**src/sv/bmm_fifo.sv**
```systemverilog
// ----------------------------------------------------------------------------
// bmm_fifo
// Small synchronous queue with a combinational head and a fill level.
// ----------------------------------------------------------------------------
module bmm_fifo #(
  parameter int WIDTH = 8,
  parameter int DEPTH = 4
) (
  input  logic                         clk,
  input  logic                         rst,
  input  logic                         push,
  input  logic [WIDTH-1:0]             wdata,
  input  logic                         pop,
  output logic [WIDTH-1:0]             rdata,
  output logic                         empty,
  output logic                         full,
  output logic [$clog2(DEPTH+1)-1:0]   level
);

  localparam int PW = (DEPTH > 1) ? $clog2(DEPTH) : 1;
  localparam int LW = $clog2(DEPTH+1);

  logic [WIDTH-1:0] store [DEPTH];
  logic [PW-1:0]    wr_ptr;
  logic [PW-1:0]    rd_ptr;
  logic             push_ok;
  logic             pop_ok;

  assign empty   = (level == '0);
  assign full    = (level == LW'(DEPTH));
  assign push_ok = push && !full;
  assign pop_ok  = pop && !empty;
  assign rdata   = store[rd_ptr];

  // Pointers and fill level.
  always_ff @(posedge clk) begin
    if (rst) begin
      wr_ptr <= '0;
      rd_ptr <= '0;
      level  <= '0;
    end else begin
      if (push_ok) begin
        wr_ptr <= wr_ptr + PW'(1);
      end
      if (pop_ok) begin
        rd_ptr <= rd_ptr + PW'(1);
      end
      level <= level + LW'(push_ok) - LW'(pop_ok);
    end
  end

  // Entry storage.
  always_ff @(posedge clk) begin
    if (push_ok) begin
      store[wr_ptr] <= wdata;
    end
  end

endmodule

```
**config.mk**
```make
export PLATFORM = sky130hd
export DESIGN_NAME = bmm_fifo
export DESIGN_NICKNAME = d
export VERILOG_FILES = /design/src/sv/bmm_fifo.sv
export SDC_FILE = /design/constraint.sdc
export NUM_CORES = 1
export LEC_CHECK = 0
export BUFFER_PORTS_ARGS = -buffer_cell sky130_fd_sc_hd__buf_2
export CAP_MARGIN = 0
export CORE_MARGIN = 10
export CORE_UTILIZATION = 48
export DETAILED_ROUTE_END_ITERATION = 6
export PLACE_DENSITY = 0.69
export SYNTH_ARGS = -nofsm -noshare
export SYNTH_HDL_FRONTEND = slang
export SYNTH_SLANG_ARGS = --single-unit
```
**constraint.sdc**
```tcl
create_clock -name clk -period 4.1 [get_ports clk]
set_input_delay 0.205 -clock clk [delete_from_list [all_inputs] [get_ports clk]]
set_output_delay 0.205 -clock clk [all_outputs]
set_load 0.02 [all_outputs]
```
==> results of run 1 <==
==> placed cells by master (no fill, tap or decap), types with 3 or more instances in the layout <==
cell type,instances
edfxtp_1,32
buf_2,24
dfxtp_1,9
inv_1,8
mux4_2,8
ha_1,6
clkbuf_4,5
and2_1,4
nor2_1,3
==> flip-flops by register name (all words and copies together) (netlist names), named ones only <==
name    cells
store      32
level       3
rd_ptr      2
wr_ptr      2
==> cell families (layout without fill, tap and decap cells) <==
family | after synthesis | in the layout | synth area share
fa+ha+maj | 7 | 7 | 0.0582
xor+xnor | 3 | 3 | 0.0161
mux | 9 | 9 | 0.116
simple gates | 17 | 17 | 0.0651
compound gates | 5 | 5 | 0.0199
flops | 41 | 41 | 0.698
buf+inv | 11 | 40 | 0.0260
==> final cells by class <==
cell class,count,area [um2],area share
Tap cell,46,57.6,0.0307
Sequential cell,41,1140,0.609
Clock buffer,6,41.3,0.0220
Timing Repair Buffer,24,120,0.0641
Clock inverter,2,33.8,0.0180
Multi-Input combinational cell,41,450,0.240
Inverter,8,30.0,0.0160
==> metal layers <==
| layer | global-route usage | part of all wire | vias up |
|---|---|---|---|
| met5 | 0 | 0 | - |
| met4 | 0.0430 | 0.014 | 0 |
| met3 | 0.0410 | 0.067 | 4 |
| met2 | 0.157 | 0.53 | 25 |
| met1 | 0.0983 | 0.39 | 414 |
| li1 | - | - | 400 |
==> power by group through the flow <==
stage	clock (mW)	combinational, mW	sequential [mW]
after floorplan	0	0.244	0.552
after global placement	0	0.318	0.568
after detailed placement	0	0.322	0.575
after CTS	0.255	0.324	0.565
after global routing	0.272	0.346	0.574
final	0.250	0.316	0.561
==> worst register-to-register path, cell delays in order, from the launching register on <==
cell,delay (ns)
dfxtp_1,0.48
nor3b_2,0.11
nor2_2,0.20
inv_1,0.07
ha_1,0.27
inv_1,0.04
ha_1,0.18
fa_1,0.38
xnor2_1,0.20
xnor2_1,0.14
nor2_1,0.05
==> worst max-delay path by stage <==
stage | endpoint | slack, ns | depth (start not counted)
floorplan | level[2] | 1.76 | 10
global placement | level[2] | 1.99 | 10
detailed placement | level[2] | 1.88 | 10
CTS | level[2] | 1.86 | 10
global route | level[2] | 1.74 | 10
finish | level[2] | 1.89 | 10
==> stage by stage <==
step	instance area, um2	util	worst slack [ns]	hold WS [ns]
floorplan	1630	-	1.76	0.304
global placement	1800	0.543	1.99	0.416
detailed placement	1800	0.543	1.88	0.426
CTS	1870	0.566	1.86	0.0558
global route	1870	0.566	1.74	0.0510
finish	1870	0.566	1.89	0.0642
==> metrics.txt, run 1 <==
Pint=779 uW; final period utilization=0.540; Sw Ratio=0.309; slew margin rel.=0.633; Clock Latency Late Sink=0.34 ns; R2R Path Start=level[1]; crit end category=flop; Syn Nets=112; Tot Pwr=1.13 mW; # Post-CTS Setup Buffers=0; Critical path origin=level[1]; Flop pwr share=0.498; clock skew=0.00930 ns; DR WL/cell=16.0 um; commonest cells in the netlist=32 x edfxtp_1, 9 x dfxtp_1, 8 x inv_1, 8 x mux4_2, 6 x ha_1; sequential element share of the synthesized area=0.698; Fin. Hold Viols=0; Setup violations, final=0; RSZ-0062 raised after global routing=false; synthesized instance count=93; hold depth=1; Core Area=3310 um2; Hold/Removal Path Class=primary input to flop; crit-path cells=nor3b_2 -> nor2_2 -> inv_1 -> ha_1 -> inv_1 -> ha_1 -> fa_1 -> xnor2_1 -> xnor2_1 -> nor2_1; max-slew violation count=0; P_leak=0.692 nW; sum of negative setup slack=0 ns; diode count=0; Detail Placement HPWL=1900 um; final std cells w/o fill=168; synth unique cells=24; drt first pass iters=4; CTS buffer count=5; slowest CP cell=dfxtp_1; maximum clock rate=451 MHz; mapped cell area=1630 um2; root buf cell=clkbuf_4; final net count=140; worst hold endpoint=store[0][2]; Post-Place Cells=160; reg-to-reg endpoint=level[2]; clk sinks=41; GRT overflow=0; Via density=5.02; CP max stage delay=0.48 ns; die area=6140 um2; pwr dens=601 nW/um2; EDFF count, synth=32; Max VDD drop=283 uV; post-CTS sizing=0; Syn. warnings=0; Crit path max-delay family=adder cells; Syn Area/Cell=17.6 um2; initial antenna violation count=0; Initial Util=0.494; asr flop ratio synth=0; CTS tree=yes; number of global-route vias before repair=887; Worst Path Buf+Inv=2; fill count=286; Comb pwr share=0.280; max cap viols=0; critical-path maximum fanout=6; Max Root-Sink Buffers=2; first-pass GRT wire length=4350 um; Die X=78.3 um; post-route minimum period=2.21 ns; Yosys top cell area share=0.588; pin count of the biggest net entering global routing=13; Worst R2R Path Depth=10; Yosys top cell by area=edfxtp_1; CP Data Required Time=4.35 ns; final wirelength=2690 um; Reg2Reg Setup Slack=1.89 ns; Final Wtd Congestion=0.684; vias post-DR=843; antenna-violating nets left=0; Worst Hold Launch=wdata[2]; Top FF cell, synth=edfxtp_1; layout cells sized above 1=0.344; count leader, synth=edfxtp_1; I/O Pins=25; row count=21; Die Ht=78.3 um; depth of the CTS H-tree=2; clock-pin slew on the worst setup and hold paths=0.12 ns; Crit path arrival time=2.46 ns; port bufs=24; CTS Hold Bufs=0; CP Launch Type=flop; 1st-iter DRT viols=37; Worst-Margin Slew=0.550 ns; Clk pwr share=0.222; Area Growth Syn to Fin=14.7%; Synth Register Bits=41; drc violations=0; overall routing resource usage=0.0932; Worst Setup Path Type=flop to flop; top cells by area, synth=edfxtp_1 59%, dfxtp_1 11%, mux4_2 11%, ha_1 4.6%, inv_1 1.8%; Switch Pwr=348 uW; status=completed
(Power assumes the default switching activity.)
==> run 2, diff against run 1 <==
==> constraint.sdc (replaced) <==
create_clock -name clk -period 2.09 [get_ports clk]
set_input_delay 0.1045 -clock clk [delete_from_list [all_inputs] [get_ports clk]]
set_output_delay 0.1045 -clock clk [all_outputs]
set_load 0.02 [all_outputs]
==> run 2 against run 1 <==
Effect of this change: clock power grew 92%; combinational power rose by 130%; wire length down 1.8%; setup slack worse by 1.8 ns; register-to-register slack lost 1.8 ns; clock skew fell by 0.0024 ns; largest power group unchanged; sequential power increased by 96%; final area up 7.8%; maximum frequency up 10%.
==> metrics.txt, run 2 (synthesis results as in run 1) <==
status=completed (unchanged); clock skew=0.00693 ns (was 0.00930 ns); pwr dens=1140 nW/um2 (was 601 nW/um2); Comb pwr share=0.315 (was 0.280); max cap viols=0 (unchanged); final net count=152 (was 140); drt first pass iters=4 (unchanged); most frequent cells in the layout=32 x edfxtp_1, 24 x buf_2, 8 x inv_1, 8 x mux4_2, 8 x dlygate4sd3_1 (was 32 x edfxtp_1, 24 x buf_2, 9 x dfxtp_1); Crit path arrival time=2.25 ns (was 2.46 ns); placed instance area=1830 um2 (was 1800 um2); slew margin rel.=0.719 (was 0.633); Max VDD drop=616 uV (was 283 uV); port bufs=24 (unchanged); Clock Latency Late Sink=0.34 ns (about the same); root buf cell=clkbuf_4 (unchanged); total length of routed met3 wires=152 um (was 181 um); final setup margin=0.0786 ns (was 1.89 ns); Via density=4.75 (was 5.02); Detail Placement HPWL=1850 um (was 1900 um); Final Wtd Congestion=0.658 (was 0.684); Initial Util=0.494 (unchanged); GRT overflow=0 (unchanged); row count=21 (unchanged); Die X=78.3 um (unchanged); design area=2020 um2 (was 1870 um2); Worst-Margin Slew=0.422 ns (was 0.550 ns); Sw Ratio=0.303 (was 0.309); Hold/Removal Path Class=primary input to flop (unchanged); CP Launch Type=flop (unchanged); sum of negative setup slack=0 ns (unchanged); WL met2=1250 um (was 1420 um); max FFs per register=32 (unchanged); final std cells w/o fill=180 (was 168); Top Metal Used=met4 (unchanged); RSZ-0062 raised after global routing=true (was false); drc violations=0 (unchanged); overall routing resource usage=0.0975 (was 0.0932); CTS buffer count=5 (unchanged); Core Area=3310 um2 (unchanged); post-route minimum period=2.01 ns (was 2.21 ns); max-slew violation count=0 (unchanged); commonest non-fill, non-tap cell in the layout=edfxtp_1 (unchanged); antenna-violating nets left=0 (unchanged); layout cells sized above 1=0.388 (was 0.344); die area=6140 um2 (unchanged); Post-Place Cells=162 (was 160); depth of the CTS H-tree=2 (unchanged); biggest regs=store (32), level (3) (unchanged); final wirelength=2640 um (was 2690 um); CP Data Required Time=2.32 ns (was 4.35 ns); diode count=0 (unchanged); maximum clock rate=497 MHz (was 451 MHz); initial antenna violation count=0 (unchanged); clock-pin slew on the worst setup and hold paths=0.11 ns (was 0.12 ns); CTS tree=yes (unchanged); pin count of the biggest net entering global routing=13 (unchanged); Pint=1.60 mW (was 779 uW); metal1 wirelength=1180 um (was 1050 um); Min Hold Slack=0.0313 ns (was 0.0642 ns); DR WL/cell=14.7 um (was 16.0 um); final period utilization=0.962 (was 0.540); Flop pwr share=0.477 (was 0.498); Fin. Hold Viols=0 (unchanged); I/O Pins=25 (unchanged); Placement Setup Slack=-0.0107 ns (was 1.88 ns); critical-path maximum fanout=5 (was 6); clk sinks=41 (unchanged); first-pass GRT wire length=4460 um (was 4350 um); Switch Pwr=695 uW (was 348 uW); Clk pwr share=0.208 (was 0.222); P_leak=0.754 nW (was 0.692 nW); 1st-iter DRT viols=62 (was 37); Max Root-Sink Buffers=2 (unchanged); Area Growth Syn to Fin=23.7% (was 14.7%); Worst Setup Path Type=flop to flop (unchanged); Setup violations, final=0 (unchanged); vias post-DR=855 (was 843); number of global-route vias before repair=965 (was 887); Die Ht=78.3 um (unchanged); crit end category=flop (unchanged); Reg with most FFs=store (unchanged)
run 2: cell count changes in the layout (fill, tap and decap cells not counted), moves of 2 or more:
cell           delta
dlygate4sd3_1     +8
buf_4             +4
dfxtp_1           -3
dfxtp_4           +2
run 2: layout make-up:
type                            count  area (um2)
Sequential cell                    41        1150
Tap cell                           46        57.6
Clock inverter                      2        33.8
Clock buffer                        6        41.3
Timing Repair Buffer               36         230
Multi-Input combinational cell     41         478
Fill cell                         279        1290
Inverter                            8        30.0
run 2: repair_timing:
item,in CTS,in global routing
pin swaps,0,2
endpoints found under the hold margin,32,0
setup buffers,0,2
resized for setup,1,4
hold buffers,8,0
endpoints found under the setup margin,1,1
run 2: metrics by stage:
step | power, mW | utilization
5_1_grt | 2.45 | 0.610
4_1_cts | 2.30 | 0.601
3_3_place_gp | 1.78 | 0.552
3_5_place_dp | 1.79 | 0.552
6_report | 2.30 | 0.610
2_1_floorplan | 1.58 | -
run 2: critical path, stage by stage (launching register included):
cell,delay (ns)
dfxtp_4,0.39
o31ai_4,0.26
inv_1,0.07
ha_1,0.27
inv_1,0.04
ha_1,0.18
fa_2,0.35
xnor2_2,0.17
xnor2_1,0.13
nor2_1,0.05
run 2: path summary, 6_finish.rpt:
| kind | from | to | slack (ns) | depth (start not counted) |
|---|---|---|---|---|
| max reg2reg | level[2] | level[2] | 0.08 | 9 |
| max | level[2] | level[2] | 0.08 | 9 |
| min | rst | level[0] | 0.03 | 2 |
| min reg2reg | rd_ptr[1] | flop | 0.50 | 2 |
run 2: power groups by stage:
stage	combinational [mW]	clock, mW	sequential [mW]
2_1_floorplan	0.485	0	1.09
4_1_cts	0.701	0.503	1.10
3_3_place_gp	0.671	0	1.11
5_1_grt	0.798	0.538	1.12
6_report	0.724	0.479	1.10
3_5_place_dp	0.679	0	1.11
run 2: layer usage:
| layer | global-route usage | up-vias |
|---|---|---|
| met1 | 0.111 | 398 |
| met4 | 0.0699 | 0 |
| met3 | 0.0399 | 5 |
| met2 | 0.146 | 28 |
| li1 | - | 424 |
| met5 | 0 | - |
