[src/sv/bmm_pkg.sv]
// ----------------------------------------------------------------------------
// bmm_pkg
// Shared types and constants of the block motion mask: queue entry between
// the front and back parts, result record and configuration bundle.
// ----------------------------------------------------------------------------
package bmm_pkg;

  // Width of a cell coordinate carried through the queue (grid up to 128).
  localparam int CIDX_W = 7;

  // The cell sum is scaled down by this shift before the threshold compare.
  localparam int MOTION_SHIFT = 6;

  // Queue depths; both must be powers of two.
  localparam int ITEM_QUEUE_DEPTH   = 4;
  localparam int RESULT_QUEUE_DEPTH = 2;

  // Input function codes and result kinds.
  localparam logic FUNC_QUERY = 1'b1;
  localparam logic KIND_CELL  = 1'b0;
  localparam logic KIND_QUERY = 1'b1;

  // Configuration register indexes.
  localparam logic REG_THRESHOLD  = 1'b0;
  localparam logic REG_MIN_ACTIVE = 1'b1;

  // Configuration reset values.
  localparam logic [7:0] THRESHOLD_RESET  = 8'd16;
  localparam logic [3:0] MIN_ACTIVE_RESET = 4'd2;

  typedef struct packed {
    logic [7:0] threshold;
    logic [3:0] min_active;
  } bmm_cfg_t;

  // One classified request as it travels from the front to the back part.
  typedef struct packed {
    logic              is_query;
    logic [7:0]        diff;
    logic              cell_first;
    logic              seg_first;
    logic              seg_last;
    logic              cell_done;
    logic              have_prev;
    logic              last_cell;
    logic [CIDX_W-1:0] cx;
    logic [CIDX_W-1:0] cy;
    logic [2:0]        row_ok;
    logic [2:0]        col_ok;
  } bmm_item_t;

  typedef struct packed {
    logic       kind;
    logic [3:0] cell_x;
    logic [3:0] cell_y;
    logic       cell_moving;
    logic       has_motion;
    logic [3:0] neighbour_count;
    logic       last_of_frame;
  } bmm_result_t;

endpackage

[src/sv/bmm_back.sv]
// ----------------------------------------------------------------------------
// bmm_back
// Executes classified requests: accumulates cell sums, updates the motion
// map and answers neighbourhood queries.
// ----------------------------------------------------------------------------
module bmm_back #(
  parameter int FRAME_W = 96,
  parameter int FRAME_H = 96,
  parameter int CELL    = 8,
  parameter int GRID_W  = 12,
  parameter int GRID_H  = 12
) (
  input  logic                 clk,
  input  logic                 rst,
  input  bmm_pkg::bmm_cfg_t    cfg,
  input  logic                 q_empty,
  input  bmm_pkg::bmm_item_t   q_item,
  output logic                 q_pop,
  input  logic                 r_full,
  output logic                 r_push,
  output bmm_pkg::bmm_result_t r_item
);

  import bmm_pkg::*;

  localparam int SUM_W     = $clog2(CELL*CELL*255 + 1);
  localparam int GX_W      = (GRID_W > 1) ? $clog2(GRID_W) : 1;
  localparam int MAP_DEPTH = (GRID_H + 3) / 4;
  localparam int MAP_AW    = (MAP_DEPTH > 1) ? $clog2(MAP_DEPTH) : 1;
  localparam int NCX       = (GRID_W < FRAME_W/CELL) ? GRID_W : FRAME_W/CELL;
  localparam int NCY       = (GRID_H < FRAME_H/CELL) ? GRID_H : FRAME_H/CELL;

  bmm_item_t         b_item;
  logic              b_valid;
  logic              b_res;
  logic              b_go;

  // Cell sum store and segment accumulator.
  logic [SUM_W-1:0]  sums_mem [GRID_W];
  logic [SUM_W-1:0]  sums_rd;
  logic              sums_fwd_v;
  logic [SUM_W-1:0]  sums_fwd_d;
  logic [SUM_W-1:0]  acc;
  logic [SUM_W-1:0]  base;
  logic [SUM_W-1:0]  sum;
  logic              s_we;
  logic [GX_W-1:0]   s_wa;
  logic              moving;

  // Motion map in four row banks, so three adjacent rows read at once.
  logic [GRID_W-1:0] map_mem [4][MAP_DEPTH];
  logic [GRID_W-1:0] map_rd [4];
  logic [MAP_AW-1:0] map_addr [4];
  logic [7:0]        hr [3];
  logic              m_we;
  logic              map_fwd_v;
  logic [CIDX_W-1:0] map_fwd_row;
  logic [CIDX_W-1:0] map_fwd_col;
  logic              map_fwd_bit;

  // Map fill position: entries not yet written read as set.
  logic [7:0]        fill_x;
  logic [7:0]        fill_y;
  logic              fill_full;

  // Query evaluation.
  logic [7:0]        br;
  logic [7:0]        bc;
  logic [GRID_W-1:0] row_bits;
  logic              nb_bit;
  logic              nb_written;
  logic [3:0]        count;

  assign b_res = b_item.is_query || b_item.cell_done;
  assign b_go  = b_valid && (!b_res || !r_full);
  assign q_pop = !q_empty && (!b_valid || b_go);

  // Execute stage register.
  always_ff @(posedge clk) begin
    if (rst) begin
      b_valid <= 1'b0;
    end else if (q_pop) begin
      b_valid <= 1'b1;
    end else if (b_go) begin
      b_valid <= 1'b0;
    end
  end

  always_ff @(posedge clk) begin
    if (q_pop) begin
      b_item <= q_item;
    end
  end

  // Sum of the current cell so far, including this pixel.
  always_comb begin
    if (b_item.cell_first) begin
      base = '0;
    end else if (b_item.seg_first) begin
      base = sums_fwd_v ? sums_fwd_d : sums_rd;
    end else begin
      base = acc;
    end
    sum    = base + SUM_W'(b_item.diff);
    moving = !b_item.have_prev ||
             ((SUM_W+8)'(sum >> MOTION_SHIFT) >= (SUM_W+8)'(cfg.threshold));
  end

  assign s_we = b_go && !b_item.is_query && b_item.seg_last;
  assign s_wa = b_item.cx[GX_W-1:0];
  assign m_we = b_go && !b_item.is_query && b_item.cell_done;

  always_ff @(posedge clk) begin
    if (b_go && !b_item.is_query) begin
      acc <= sum;
    end
  end

  // Cell sum store with a bypass for a write in the same cycle as the read.
  always_ff @(posedge clk) begin
    if (s_we) begin
      sums_mem[s_wa] <= sum;
    end
    if (q_pop) begin
      sums_rd    <= sums_mem[q_item.cx[GX_W-1:0]];
      sums_fwd_v <= s_we && (s_wa == q_item.cx[GX_W-1:0]);
      sums_fwd_d <= sum;
    end
  end

  // Row addresses of the three neighbour rows of the next entry.
  always_comb begin
    for (int k = 0; k < 3; k++) begin
      hr[k] = {1'b0, q_item.cy} + 8'(k) + 8'hFF;
    end
    for (int b = 0; b < 4; b++) begin
      map_addr[b] = '0;
      for (int k = 0; k < 3; k++) begin
        if (hr[k][1:0] == 2'(b)) begin
          map_addr[b] = hr[k][MAP_AW+1:2];
        end
      end
    end
  end

  // Motion map banks, with the concurrent write kept for forwarding.
  always_ff @(posedge clk) begin
    if (m_we) begin
      map_mem[b_item.cy[1:0]][b_item.cy[MAP_AW+1:2]][b_item.cx[GX_W-1:0]] <= moving;
    end
    if (q_pop) begin
      for (int b = 0; b < 4; b++) begin
        map_rd[b] <= map_mem[b][map_addr[b]];
      end
      map_fwd_v   <= m_we;
      map_fwd_row <= b_item.cy;
      map_fwd_col <= b_item.cx;
      map_fwd_bit <= moving;
    end
  end

  // Cells complete in raster order, so a position marks what has been written.
  always_ff @(posedge clk) begin
    if (rst) begin
      fill_x    <= '0;
      fill_y    <= '0;
      fill_full <= 1'b0;
    end else if (m_we) begin
      if (32'(b_item.cx) == NCX-1) begin
        fill_x <= '0;
        fill_y <= {1'b0, b_item.cy} + 8'd1;
        if (32'(b_item.cy) == NCY-1) begin
          fill_full <= 1'b1;
        end
      end else begin
        fill_x <= {1'b0, b_item.cx} + 8'd1;
      end
    end
  end

  // Count of set cells in the clipped neighbourhood.
  always_comb begin
    count      = '0;
    br         = '0;
    bc         = '0;
    row_bits   = '0;
    nb_bit     = 1'b0;
    nb_written = 1'b0;
    for (int k = 0; k < 3; k++) begin
      br       = {1'b0, b_item.cy} + 8'(k) + 8'hFF;
      row_bits = map_rd[br[1:0]];
      for (int d = 0; d < 3; d++) begin
        bc         = {1'b0, b_item.cx} + 8'(d) + 8'hFF;
        nb_bit     = row_bits[bc[GX_W-1:0]];
        nb_written = (bc < 8'(NCX)) && (br < 8'(NCY)) &&
                     (fill_full || (br < fill_y) || ((br == fill_y) && (bc < fill_x)));
        if (map_fwd_v && ({1'b0, map_fwd_row} == br) && ({1'b0, map_fwd_col} == bc)) begin
          nb_bit = map_fwd_bit;
        end
        if (!nb_written) begin
          nb_bit = 1'b1;
        end
        if (b_item.row_ok[k] && b_item.col_ok[d]) begin
          count = count + 4'(nb_bit);
        end
      end
    end
  end

  // Result record.
  always_comb begin
    r_item        = '0;
    r_item.cell_x = b_item.cx[3:0];
    r_item.cell_y = b_item.cy[3:0];
    if (b_item.is_query) begin
      r_item.kind            = KIND_QUERY;
      r_item.has_motion      = (count >= cfg.min_active);
      r_item.neighbour_count = count;
    end else begin
      r_item.kind          = KIND_CELL;
      r_item.cell_moving   = moving;
      r_item.last_of_frame = b_item.last_cell;
    end
  end

  assign r_push = b_go && b_res;

endmodule

[config.mk]
export PLATFORM = sky130hd
export DESIGN_NAME = bmm_back
export DESIGN_NICKNAME = d
export VERILOG_FILES = /design/src/sv/bmm_pkg.sv /design/src/sv/bmm_back.sv
export SDC_FILE = /design/constraint.sdc
export NUM_CORES = 1
export LEC_CHECK = 0
export BUFFER_PORTS_ARGS = -buffer_cell sky130_fd_sc_hd__buf_2
export CELL_PAD_IN_SITES_DETAIL_PLACEMENT = 0
export CELL_PAD_IN_SITES_GLOBAL_PLACEMENT = 1
export CORE_ASPECT_RATIO = 1.5
export CORE_MARGIN = 3
export CORE_UTILIZATION = 45
export DETAILED_ROUTE_END_ITERATION = 7
export GPL_TIMING_DRIVEN = 1
export PLACE_DENSITY = 0.67
export SYNTH_ARGS = -nofsm -noshare
export SYNTH_HDL_FRONTEND = slang
export SYNTH_SLANG_ARGS = --single-unit
[constraint.sdc]
create_clock -name clk -period 12.65 [get_ports clk]
set_input_delay 1.8975 -clock clk [delete_from_list [all_inputs] [get_ports clk]]
set_output_delay 1.8975 -clock clk [all_outputs]
set_load 0.02 [all_outputs]
==> metrics.md, run 1 <==
| Metric | Value |
|---|---|
| Metal1 wirelength | `25,400 um` |
| DR vias | `15,700` |
| Vias in the first global route | `16,100` |
| Fin. Hold Viols | `0` |
| Die Ht | `295 um` |
| Skew-Pair Late Insertion Delay | `600 ps` |
| FF+latch count, synth | `472` |
| Synthesized Nets | `2,056` |
| Clk buf depth | `3` |
| Warnings from Yosys | `0` |
| Ys flop type | `edfxtp_1` |
| Mapped Cells | `1,914` |
| Critical path arrival | `9940 ps` |
| Min-Delay Path Class | `flip-flop to flip-flop` |
| First-pass GRT wire length | `98,100 um` |
| Antenna Nets Post-Route | `0` |
| Synth Cell Area | `25,100 um2` |
| Finished Cell Area | `27,800 um2` |
| Tot Pwr | `3740 uW` |
| Met3 routed WL | `2630 um` |
| Post-synth EDFFs | `454` |
| CTS Root Cell | `clkbuf_16` |
| Slew HR | `21.5%` |
| Via/cell ratio | `5.80` |
| Worst Tran Pin Value | `1170 ps` |
| Gr usage total | `22.1%` |
| Pwr Density | `135 nW/um2` |
| CP required | `10,750 ps` |
| Routed wl met2 | `34,300 um` |
| Core Box Area | `54,900 um2` |
| Placer Congestion | `0.865` |
| Layout Utilization | `50.7%` |
| Initial Utilization | `45.6%` |
| Critical R2R Launch | `sums_fwd_v$_DFFE_PP_` |
| Worst setup path startpoint | `r_item[8]$_DFFE_PP_` |
| Max cap viols | `0` |
| Peak Freq | `0.0845 GHz` |
| Post-synthesis sequential area ratio | `55.8%` |
| CTS tree | `done` |
| Slowest cell delay on critical path | `710 ps` |
| Share of post-route cells with drive strength above 1 | `17.6%` |
| Clock skew | `23.3 ps` |
| Post-synth ARST share | `0%` |
| Drt wl/cell | `23.9 um` |
| Largest net degree at the start of global routing | `102` |
| IO Port Bufs | `68` |
| DR iter-0 viols | `1,100` |
| Status | `finished clean` |
| Kind of critical path | `flip-flop to output pin` |
| DIE AREA | `58,600 um2` |
| TritonRoute pass-1 iters | `5` |
| Pins Over Slew Limit | `0` |
| TritonCTS Sinks | `472` |
| Cts bufs inserted | `47` |
| Setup crit start kind | `flip-flop` |
| Crit-path max FO | `7` |
| Final wirelength | `64,600 um` |
| Nets@finish | `2,118` |
| Final Critical Period | `11,840 ps` |
| Post-synth cell types | `84` |
| Area after DPL | `26,100 um2` |
| Most used cell, CP | `ha_1` |
| Critical Path Sink Type | `output pin` |
| # IOs | `69` |
| Drt drc | `0` |
| CP max-delay cell | `or4b_2` |
| Initial antenna violation count | `0` |
| Htree depth | `2` |
| Die width | `199 um` |
| Ant. Diodes | `0` |
| VDD IR-drop max | `118 uV` |
| Period utilization | `93.6%` |
| Worst Hold Launch | `fill_y[4]$_SDFFE_PP0P_` |
| Final setup violation count | `0` |
| FP Rows | `105` |
| Mean Syn Cell Area | `13.1 um2` |
| HPWL after detailed placement | `43,800 um` |
| Area grow syn2layout | `11.0%` |
| Uppermost routed layer | `met4` |
| Reg clk slew, reported paths | `70 ps` |
| Static Leak | `0.00996 uW` |
| Remaining Overflow, GRT | `0` |
area by class of cell:
class / count / area, um2
flip-flops and latches: 472 / 14000
clock inverters: 31 / 284
inverters: 69 / 259
well taps: 695 / 870
clock buffers: 54 / 1200
repair buffers: 129 / 800
fillers: 4738 / 27100
multi-input cells: 1257 / 10400
synth_stat cells, types with 17 or more instances:
library cell    n  area, um2
a211oi_1       27        203
a21o_1         18        135
a21oi_1        68        340
and2_1        152        951
and3_1         24        150
clkbuf_1       78        293
dfxtp_1        18        360
edfxtp_1      454      13600
ha_1           90       1130
inv_1          63        236
mux2i_1       107       1070
mux4_2        103       2320
nand2_1       119        447
nand3_1        43        215
nor2_1        132        495
nor3_1         17       85.1
o21ai_0        85        425
xnor2_1        35        307
xor2_1         35        307
final timing paths:
check                            endpoint  slack (ps)  cells past startpoint
setup / recovery                r_item[5]         810                     51
hold / removal     fill_y[4]$_SDFFE_PP0P_         500                      2
setup reg to reg  map_mem[2][0]$_DFFE_PP_        5450                     21
hold reg to reg    fill_y[4]$_SDFFE_PP0P_         500                      2
cells in the final DEF, fill, tap and decap left out, drive strengths merged, types with 5 or more instances in the layout:
cell type	count
a2111oi	5
a211o	5
a211oi	28
a21boi	6
a21o	18
a21oi	68
a22oi	11
a31oi	6
and2	153
and3	24
buf	128
clkbuf	55
clkinv	28
dfxtp	18
edfxtp	454
ha	90
inv	67
mux2	6
mux2i	107
mux4	103
nand2	120
nand2b	14
nand3	44
nand3b	5
nand4	14
nor2	132
nor2b	14
nor3	18
nor3b	5
o211ai	9
o21a	5
o21ai	91
o31ai	10
or2	8
or3	11
or4	7
xnor2	36
xnor3	6
xor2	35
power by group:
part,internal [uW],switching [uW],leakage [uW]
Combinational,216,330,0.00490
Sequential,1800,38.5,0.00434
Clock,735,622,0.000724
Total,2750,990,0.00996
critical path: cells and delay by family (launching register included):
| kind | cells | cell delay (ps) |
|---|---|---|
| AO/OA/AOI/OAI | 13 | 1910 |
| flip-flops | 1 | 490 |
| adder cells (fa/ha/maj) | 10 | 2580 |
| XOR/XNOR | 5 | 960 |
| AND/OR/NAND/NOR | 16 | 2730 |
| buffers and inverters | 7 | 700 |
logic make-up after synthesis:
logic type / after synthesis / share of synthesized area [%]
AO/OA/AOI/OAI: 286 / 7.27
XOR/XNOR: 81 / 3.43
adder cells (fa/ha/maj): 91 / 4.57
buffers and inverters: 185 / 3.05
flip-flops: 472 / 55.8
multiplexers: 216 / 13.8
AND/OR/NAND/NOR: 583 / 12.1
metrics by stage:
step	setup TNS, ps	std cells	hold WS (ps)	setup slack [ps]
final	0	2707	501	815
after CTS	0	2685	504	183
after floorplan	0	1914	424	1290
after detailed placement	0	2600	489	863
after global placement	0	2600	473	1130
after global routing	-18.4	2707	517	-18.4
state kept, by name (all words and copies together) (netlist names):
signal       flops
b_valid          1
r_item           8
map_fwd_row      7
map_mem        144
sums_mem       168
fill_y           8
map_fwd_v        1
fill_x           8
map_fwd_bit      1
sums_rd         14
sums_fwd_v       1
acc             14
b_item          27
sums_fwd_d      14
fill_full        1
map_fwd_col      7
map_rd          48
routing by layer:
metal	track usage [%]	vias to the layer above
li1	-	7318
met1	27.0	7856
met2	40.6	421
met3	2.42	104
met4	7.79	0
met5	0	-
repair_timing:
| action | in CTS | in global routing |
|---|---|---|
| resized for setup | 0 | 10 |
| setup buffers | 0 | 22 |
| hold endpoints to repair | 0 | 0 |
| hold buffers | 0 | 0 |
| endpoints found under the setup margin | 0 | 3 |
Note: power is estimated with default switching activity, not from simulation.
==> inputs of run 2 (changes only) <==
--- a/config.mk
+++ b/config.mk
@@ -6,6 +6,7 @@
 export NUM_CORES = 1
 export LEC_CHECK = 0
 export BUFFER_PORTS_ARGS = -buffer_cell sky130_fd_sc_hd__buf_2
+export CAP_MARGIN = 20
 export CELL_PAD_IN_SITES_DETAIL_PLACEMENT = 0
 export CELL_PAD_IN_SITES_GLOBAL_PLACEMENT = 1
 export CORE_ASPECT_RATIO = 1.5
@@ -13,7 +14,7 @@
 export CORE_UTILIZATION = 45
 export DETAILED_ROUTE_END_ITERATION = 7
 export GPL_TIMING_DRIVEN = 1
-export PLACE_DENSITY = 0.67
+export PLACE_DENSITY = 0.72
 export SYNTH_ARGS = -nofsm -noshare
 export SYNTH_HDL_FRONTEND = slang
 export SYNTH_SLANG_ARGS = --single-unit
==> constraint.sdc (replaced) <==
create_clock -name clk -period 12.65 [get_ports clk]
set_input_delay 1.8975 -clock clk [delete_from_list [all_inputs] [get_ports clk]]
set_output_delay 1.8975 -clock clk [all_outputs]
set_load 0.005 [all_outputs]
==> run 2 against run 1 <==
Via count barely moved. Critical path type unchanged. Clock skew rose by 0.61 ps. Non-clock buffer count rose by 3. Critical path depth did not move. Maximum frequency fell by 0.36%. Utilization fell by 0.14 points. Critical endpoint unchanged. Global-route usage fell by 1.4 points.
==> metrics.md, run 2 (synthesis gave the netlist of run 1 again) <==
| Metric | Value |
|---|---|
| R2r worst-path depth | `23` |
| Critical path arrival | `9980 ps` |
| Skew-Pair Late Insertion Delay | `570 ps` |
| DIE AREA | `58,600 um2` |
| R2r endpoint | `map_mem[1][12]$_DFFE_PP_` |
| CP endpoint | `r_item[5]` |
| DR iter-0 viols | `957` |
| Status | `finished clean` |
| TritonRoute pass-1 iters | `5` |
| Static Leak | `0.00993 uW` |
| Most frequent cells in the layout | `edfxtp_1, and2_1, nor2_1, nand2_1, mux2i_1` |
| First-pass GRT wire length | `93,000 um` |
| Largest net degree at the start of global routing | `87` |
| Area after DPL | `26,100 um2` |
| Htree depth | `2` |
| Die Ht | `295 um` |
| VDD IR-drop max | `96.7 uV` |
| Ant. Diodes | `0` |
| Biggest register | `sums_mem` |
| Gr usage total | `20.7%` |
| Worst Tran Pin Value | `1050 ps` |
| FP Rows | `105` |
| Setup crit start kind | `flip-flop` |
| Max FFs per register | `168` |
| Reg clk slew, reported paths | `60 ps` |
| Remaining Overflow, GRT | `0` |
| Critical R2R Launch | `b_item[24]$_DFFE_PP_` |
| Initial antenna violation count | `1` |
| TritonCTS Sinks | `472` |
| DR vias | `15,700` |
| Pins Over Slew Limit | `0` |
| Drt drc | `0` |
| Worst setup path startpoint | `r_item[8]$_DFFE_PP_` |
| Worst setup margin | `772 ps` |
| Core Box Area | `54,900 um2` |
| Share of post-route cells with drive strength above 1 | `17.4%` |
| Initial Utilization | `45.6%` |
| # IOs | `69` |
| Fillers | `4,690` |
| Final setup violation count | `0` |
| Via/cell ratio | `5.80` |
| Pwr Density | `132 nW/um2` |
| Tot Pwr | `3660 uW` |
| IO Port Bufs | `68` |
| Crit-path max FO | `8` |
| Max cap viols | `0` |
| Slew HR | `29.4%` |
| Kind of critical path | `flip-flop to output pin` |
| Leading cell type in the layout, fill and taps excluded | `edfxtp_1` |
| Worst slack, placed | `944 ps` |
| Vias in the first global route | `15,600` |
| Critical Path Sink Type | `output pin` |
| Clock skew | `23.9 ps` |
| Finished Cell Area | `27,800 um2` |
| Placer Congestion | `0.882` |
| Drt wl/cell | `22.6 um` |
| Fin. Hold Viols | `0` |
| Cts bufs inserted | `46` |
| R2R setup slack | `5830 ps` |
| Period utilization | `93.9%` |
| Area grow syn2layout | `10.7%` |
| Min-Delay Path Class | `flip-flop to flip-flop` |
| Nets@finish | `2,120` |
| Final Critical Period | `11,880 ps` |
| CTS Root Cell | `clkbuf_16` |
| CTS tree | `done` |
| Die width | `199 um` |
| Final wirelength | `61,300 um` |
| Slowest cell delay on critical path | `680 ps` |
| Clk buf depth | `3` |
| Most used cell, CP | `ha_1` |
| CP required | `10,750 ps` |
| CP max-delay cell | `or4b_2` |
| HPWL after detailed placement | `41,900 um` |
| Antenna Nets Post-Route | `0` |
| Peak Freq | `0.0842 GHz` |
| Setup TNS | `0 ps` |
-- run 2: changes by cell type in the layout (fill, tap and decap cells not counted), moves of 2 or more --
cell,before,now
clkinv_1,12,15
buf_4,59,62
inv_6,2,4
clkinv_2,12,9
ha_2,4,2
clkinv_4,2,0
ha_1,86,88
-- run 2: where the power goes --
| part | internal, uW | total, uW | switching (uW) |
|---|---|---|---|
| combinational | 222 | 541 | 319 |
| clock | 691 | 1280 | 587 |
| sequential | 1800 | 1840 | 39.1 |
| total | 2710 | 3660 | 946 |
-- run 2: how the worst min path moves through the flow --
| stage | from | to | slack [ps] | cells past startpoint |
|---|---|---|---|---|
| CTS | fill_y[1]$_SDFFE_PP0P_ | fill_y[1]$_SDFFE_PP0P_ | 500 | 2 |
| detailed placement | fill_y[1]$_SDFFE_PP0P_ | fill_y[1]$_SDFFE_PP0P_ | 480 | 2 |
| floorplan | b_item[18]$_DFFE_PP_ | map_fwd_col[5]$_DFFE_PP_ | 420 | 0 |
| finish | fill_y[1]$_SDFFE_PP0P_ | fill_y[1]$_SDFFE_PP0P_ | 490 | 2 |
| global route | fill_y[4]$_SDFFE_PP0P_ | fill_y[4]$_SDFFE_PP0P_ | 520 | 2 |
| global placement | fill_y[1]$_SDFFE_PP0P_ | fill_y[1]$_SDFFE_PP0P_ | 470 | 2 |
-- run 2: through the flow --
| stage | cells | hold WS, ps | util [%] |
|---|---|---|---|
| after floorplan | 1914 | 424 | - |
| after global routing | 2706 | 524 | 50.5 |
| after CTS | 2682 | 500 | 50.1 |
| after global placement | 2600 | 473 | 47.5 |
| after detailed placement | 2601 | 484 | 47.6 |
| final | 2706 | 494 | 50.5 |
-- run 2: what timing repair did --
action / in CTS / in global routing
setup buffers: 0 / 16
gates resized for setup: 0 / 14
endpoints found under the setup margin: 0 / 2
hold buffers: 0 / 0
-- run 2: critical path, delay by kind of cell (launching register included) --
kind | cells | cell delay, ps
xor gates and xnor gates | 5 | 1020
DFF | 1 | 490
AOI/OAI and AO/OA | 13 | 1930
adders and majority gates | 10 | 2580
and+or+nand+nor | 16 | 2720
buffers and inverters | 7 | 690
-- run 2: area by class of cell --
type / count / area [um2] / area share, %
sequential: 472 / 14000 / 50.4
multi-input combinational: 1257 / 10400 / 37.5
clock buffer: 53 / 1180 / 4.24
tap: 695 / 870 / 3.13
timing repair buffer: 132 / 837 / 3.02
inverter: 69 / 263 / 0.947
clock inverter: 28 / 196 / 0.708
-- run 2: metal layers --
| metal | up-vias | global-route usage [%] | routed length, um |
|---|---|---|---|
| met5 | - | 0 | 0 |
| met4 | 0 | 6.74 | 1810 |
| met3 | 112 | 1.80 | 2630 |
| met2 | 436 | 37.4 | 32200 |
| met1 | 7836 | 26.4 | 24700 |
| li1 | 7314 | - | - |
==> inputs of run 3 (changes only) <==
--- a/config.mk
+++ b/config.mk
@@ -12,6 +12,7 @@
 export CORE_ASPECT_RATIO = 1.5
 export CORE_MARGIN = 3
 export CORE_UTILIZATION = 45
+export CTS_BUF_LIST = sky130_fd_sc_hd__clkbuf_16
 export DETAILED_ROUTE_END_ITERATION = 7
 export GPL_TIMING_DRIVEN = 1
 export PLACE_DENSITY = 0.72
==> run 3 against run 2 <==
Global-route usage stayed put. Register-to-register slack about the same. Clock skew up 0.75 ps. Hold slack about the same. Total power fell by 0.23%. Maximum frequency about the same. Non-clock buffer count unchanged. Setup slack gained 2.3 ps. Critical endpoint unchanged.
==> metrics.md, run 3 (synthesis gave the netlist of run 1 again) <==
| Metric | Value |
|---|---|
| Reg clk slew, reported paths | `60 ps` |
| CP required | `10,750 ps` |
| Peak Freq | `0.0842 GHz` |
| Tot Pwr | `3650 uW` |
| Setup crit start kind | `flip-flop` |
| HPWL after detailed placement | `41,900 um` |
| DR vias | `15,700` |
| TritonCTS Sinks | `472` |
| Biggest register | `sums_mem` |
| Slew HR | `28.6%` |
| Min-Delay Path Depth | `2` |
| Vias in the first global route | `15,600` |
| CTS tree | `done` |
| Die width | `199 um` |
| Final Critical Period | `11,880 ps` |
| Max cap viols | `0` |
| Nets@finish | `2,120` |
| VDD IR-drop max | `96.9 uV` |
| Slowest cell delay on critical path | `680 ps` |
| Core Box Area | `54,900 um2` |
| CTS Root Cell | `clkbuf_16` |
| Setup TNS | `0 ps` |
| Kind of critical path | `flip-flop to output pin` |
| Worst min-delay path endpoint | `fill_y[1]$_SDFFE_PP0P_` |
| Clock share of power | `34.8%` |
| Comb power frac | `14.8%` |
| Worst Hold Launch | `fill_y[1]$_SDFFE_PP0P_` |
| Cts bufs inserted | `46` |
| Gr usage total | `20.7%` |
| Period utilization | `93.9%` |
| Critical Path Sink Type | `output pin` |
| Power Internal | `2710 uW` |
| Antenna Nets Post-Route | `0` |
| Drt wl/cell | `22.6 um` |
| Sequential power share | `50.4%` |
| Metal1 wirelength | `24,700 um` |
| Fin. Hold Viols | `0` |
| Status | `finished clean` |
| Cell family with most CP delay | `simple AND/OR/NAND/NOR gates` |
| Routed wl met2 | `32,000 um` |
| Htree depth | `2` |
| Skew-Pair Late Insertion Delay | `570 ps` |
| Most frequent cells in the layout | `edfxtp_1, and2_1, nor2_1, nand2_1, mux2i_1` |
| Leading cell type in the layout, fill and taps excluded | `edfxtp_1` |
| Ant. Diodes | `0` |
| Most used cell, CP | `ha_1` |
| DIE AREA | `58,600 um2` |
| Final wirelength | `61,200 um` |
| Via/cell ratio | `5.79` |
| First-pass GRT wire length | `93,000 um` |
| Net Sw Power | `943 uW` |
| Met3 routed WL | `2560 um` |
| Uppermost routed layer | `met4` |
| Remaining Overflow, GRT | `0` |
| Critical R2R Launch | `b_item[24]$_DFFE_PP_` |
| Sw Share | `25.8%` |
| Initial Utilization | `45.6%` |
| CP max-delay cell | `or4b_2` |
| Critical path arrival | `9980 ps` |
| Area grow syn2layout | `10.7%` |
| Layout Utilization | `50.5%` |
| Worst Tran Pin Value | `1070 ps` |
| Static Leak | `0.00996 uW` |
| IO Port Bufs | `68` |
| DR iter-0 viols | `957` |
| Die Ht | `295 um` |
| Pwr Density | `132 nW/um2` |
| R2r worst-path depth | `23` |
| Largest net degree at the start of global routing | `87` |
| Initial antenna violation count | `1` |
| Crit-path max FO | `8` |
| # hold bufs at CTS | `0` |
| TritonRoute pass-1 iters | `5` |
| Clk buf depth | `3` |
| R2R setup slack | `5840 ps` |
| Min-Delay Path Class | `flip-flop to flip-flop` |
| Final setup violation count | `0` |
| R2r endpoint | `map_mem[1][0]$_DFFE_PP_` |
| Placer Congestion | `0.882` |
| Worst path bufs/invs | `7` |
| # IOs | `69` |
| Clock skew | `24.6 ps` |
| Pins Over Slew Limit | `0` |
| Drt drc | `0` |
| FP Rows | `105` |
| Max FFs per register | `168` |
| Share of post-route cells with drive strength above 1 | `17.4%` |
run 3: cell types whose count changed in the layout (fill, tap and decap cells not counted), sizes merged:
cell / delta
inv: +7
clkbuf: -7
run 3: stage by stage:
| stage | std cells | area [um2] | hold WS [ps] | setup WS [ps] |
|---|---|---|---|---|
| final | 2706 | 27800 | 494 | 774 |
| after global routing | 2706 | 27800 | 524 | -4.79 |
| after CTS | 2682 | 27500 | 500 | 300 |
| after detailed placement | 2601 | 26100 | 484 | 944 |
| after global placement | 2600 | 26100 | 473 | 1200 |
| after floorplan | 1914 | 25100 | 424 | 1480 |
run 3: worst reg2reg max path: stages (launching register included):
cell and delay [ps]:
edfxtp_1 950, nor2_1 120, a211oi_1 250, ha_1 220
inv_1 60, fa_1 410, nor2b_1 130, o21ai_0 110
a21boi_0 270, o21ai_0 150, a21boi_0 260, o21ai_0 190
nand2_1 120, xor2_1 250, buf_4 260, ha_1 270
a21o_1 160, a21o_1 170, a21o_1 170, a21o_1 180
a2111oi_0 860, nor2_4 240, buf_12 260, buf_4 380
run 3: how the worst max path moves through the flow:
stage | start | to | slack, ps | cells after the start
floorplan | r_item[11]$_DFFE_PP_ | r_item[5] | 1480 | 50
global placement | r_item[7]$_DFFE_PP_ | r_item[5] | 1200 | 50
detailed placement | r_item[8]$_DFFE_PP_ | r_item[5] | 940 | 50
CTS | r_item[8]$_DFFE_PP_ | r_item[5] | 300 | 50
global route | r_item[8]$_DFFE_PP_ | r_item[5] | -5 | 49
finish | r_item[8]$_DFFE_PP_ | r_item[5] | 770 | 51
run 3: per-layer routing:
metal,up-vias,GRT usage (%)
met5,-,0
li1,7310,-
met1,7810,26.4
met3,115,1.80
met2,433,37.4
met4,0,6.74
run 3: power groups by stage:
| stage | clock, uW | sequential (uW) | combinational [uW] |
|---|---|---|---|
| 3_5_place_dp | 0 | 1880 | 527 |
| 3_3_place_gp | 0 | 1870 | 515 |
| 5_1_grt | 1360 | 1840 | 595 |
| 4_1_cts | 1300 | 1840 | 529 |
| 6_report | 1270 | 1840 | 541 |
| 2_1_floorplan | 0 | 1860 | 378 |
run 3: what timing repair did:
action	4_1_cts	5_1_grt
endpoints found under the setup margin	0	2
hold endpoints to repair	0	0
setup buffers	0	16
gates resized for setup	0	14
run 3: area by class of cell:
type	count	area, um2
sequential	472	14000
multi-input combinational	1257	10400
tap	695	870
clock inverter	35	223
inverter	69	263
fill	4690	27200
clock buffer	46	1150
timing repair buffer	132	837
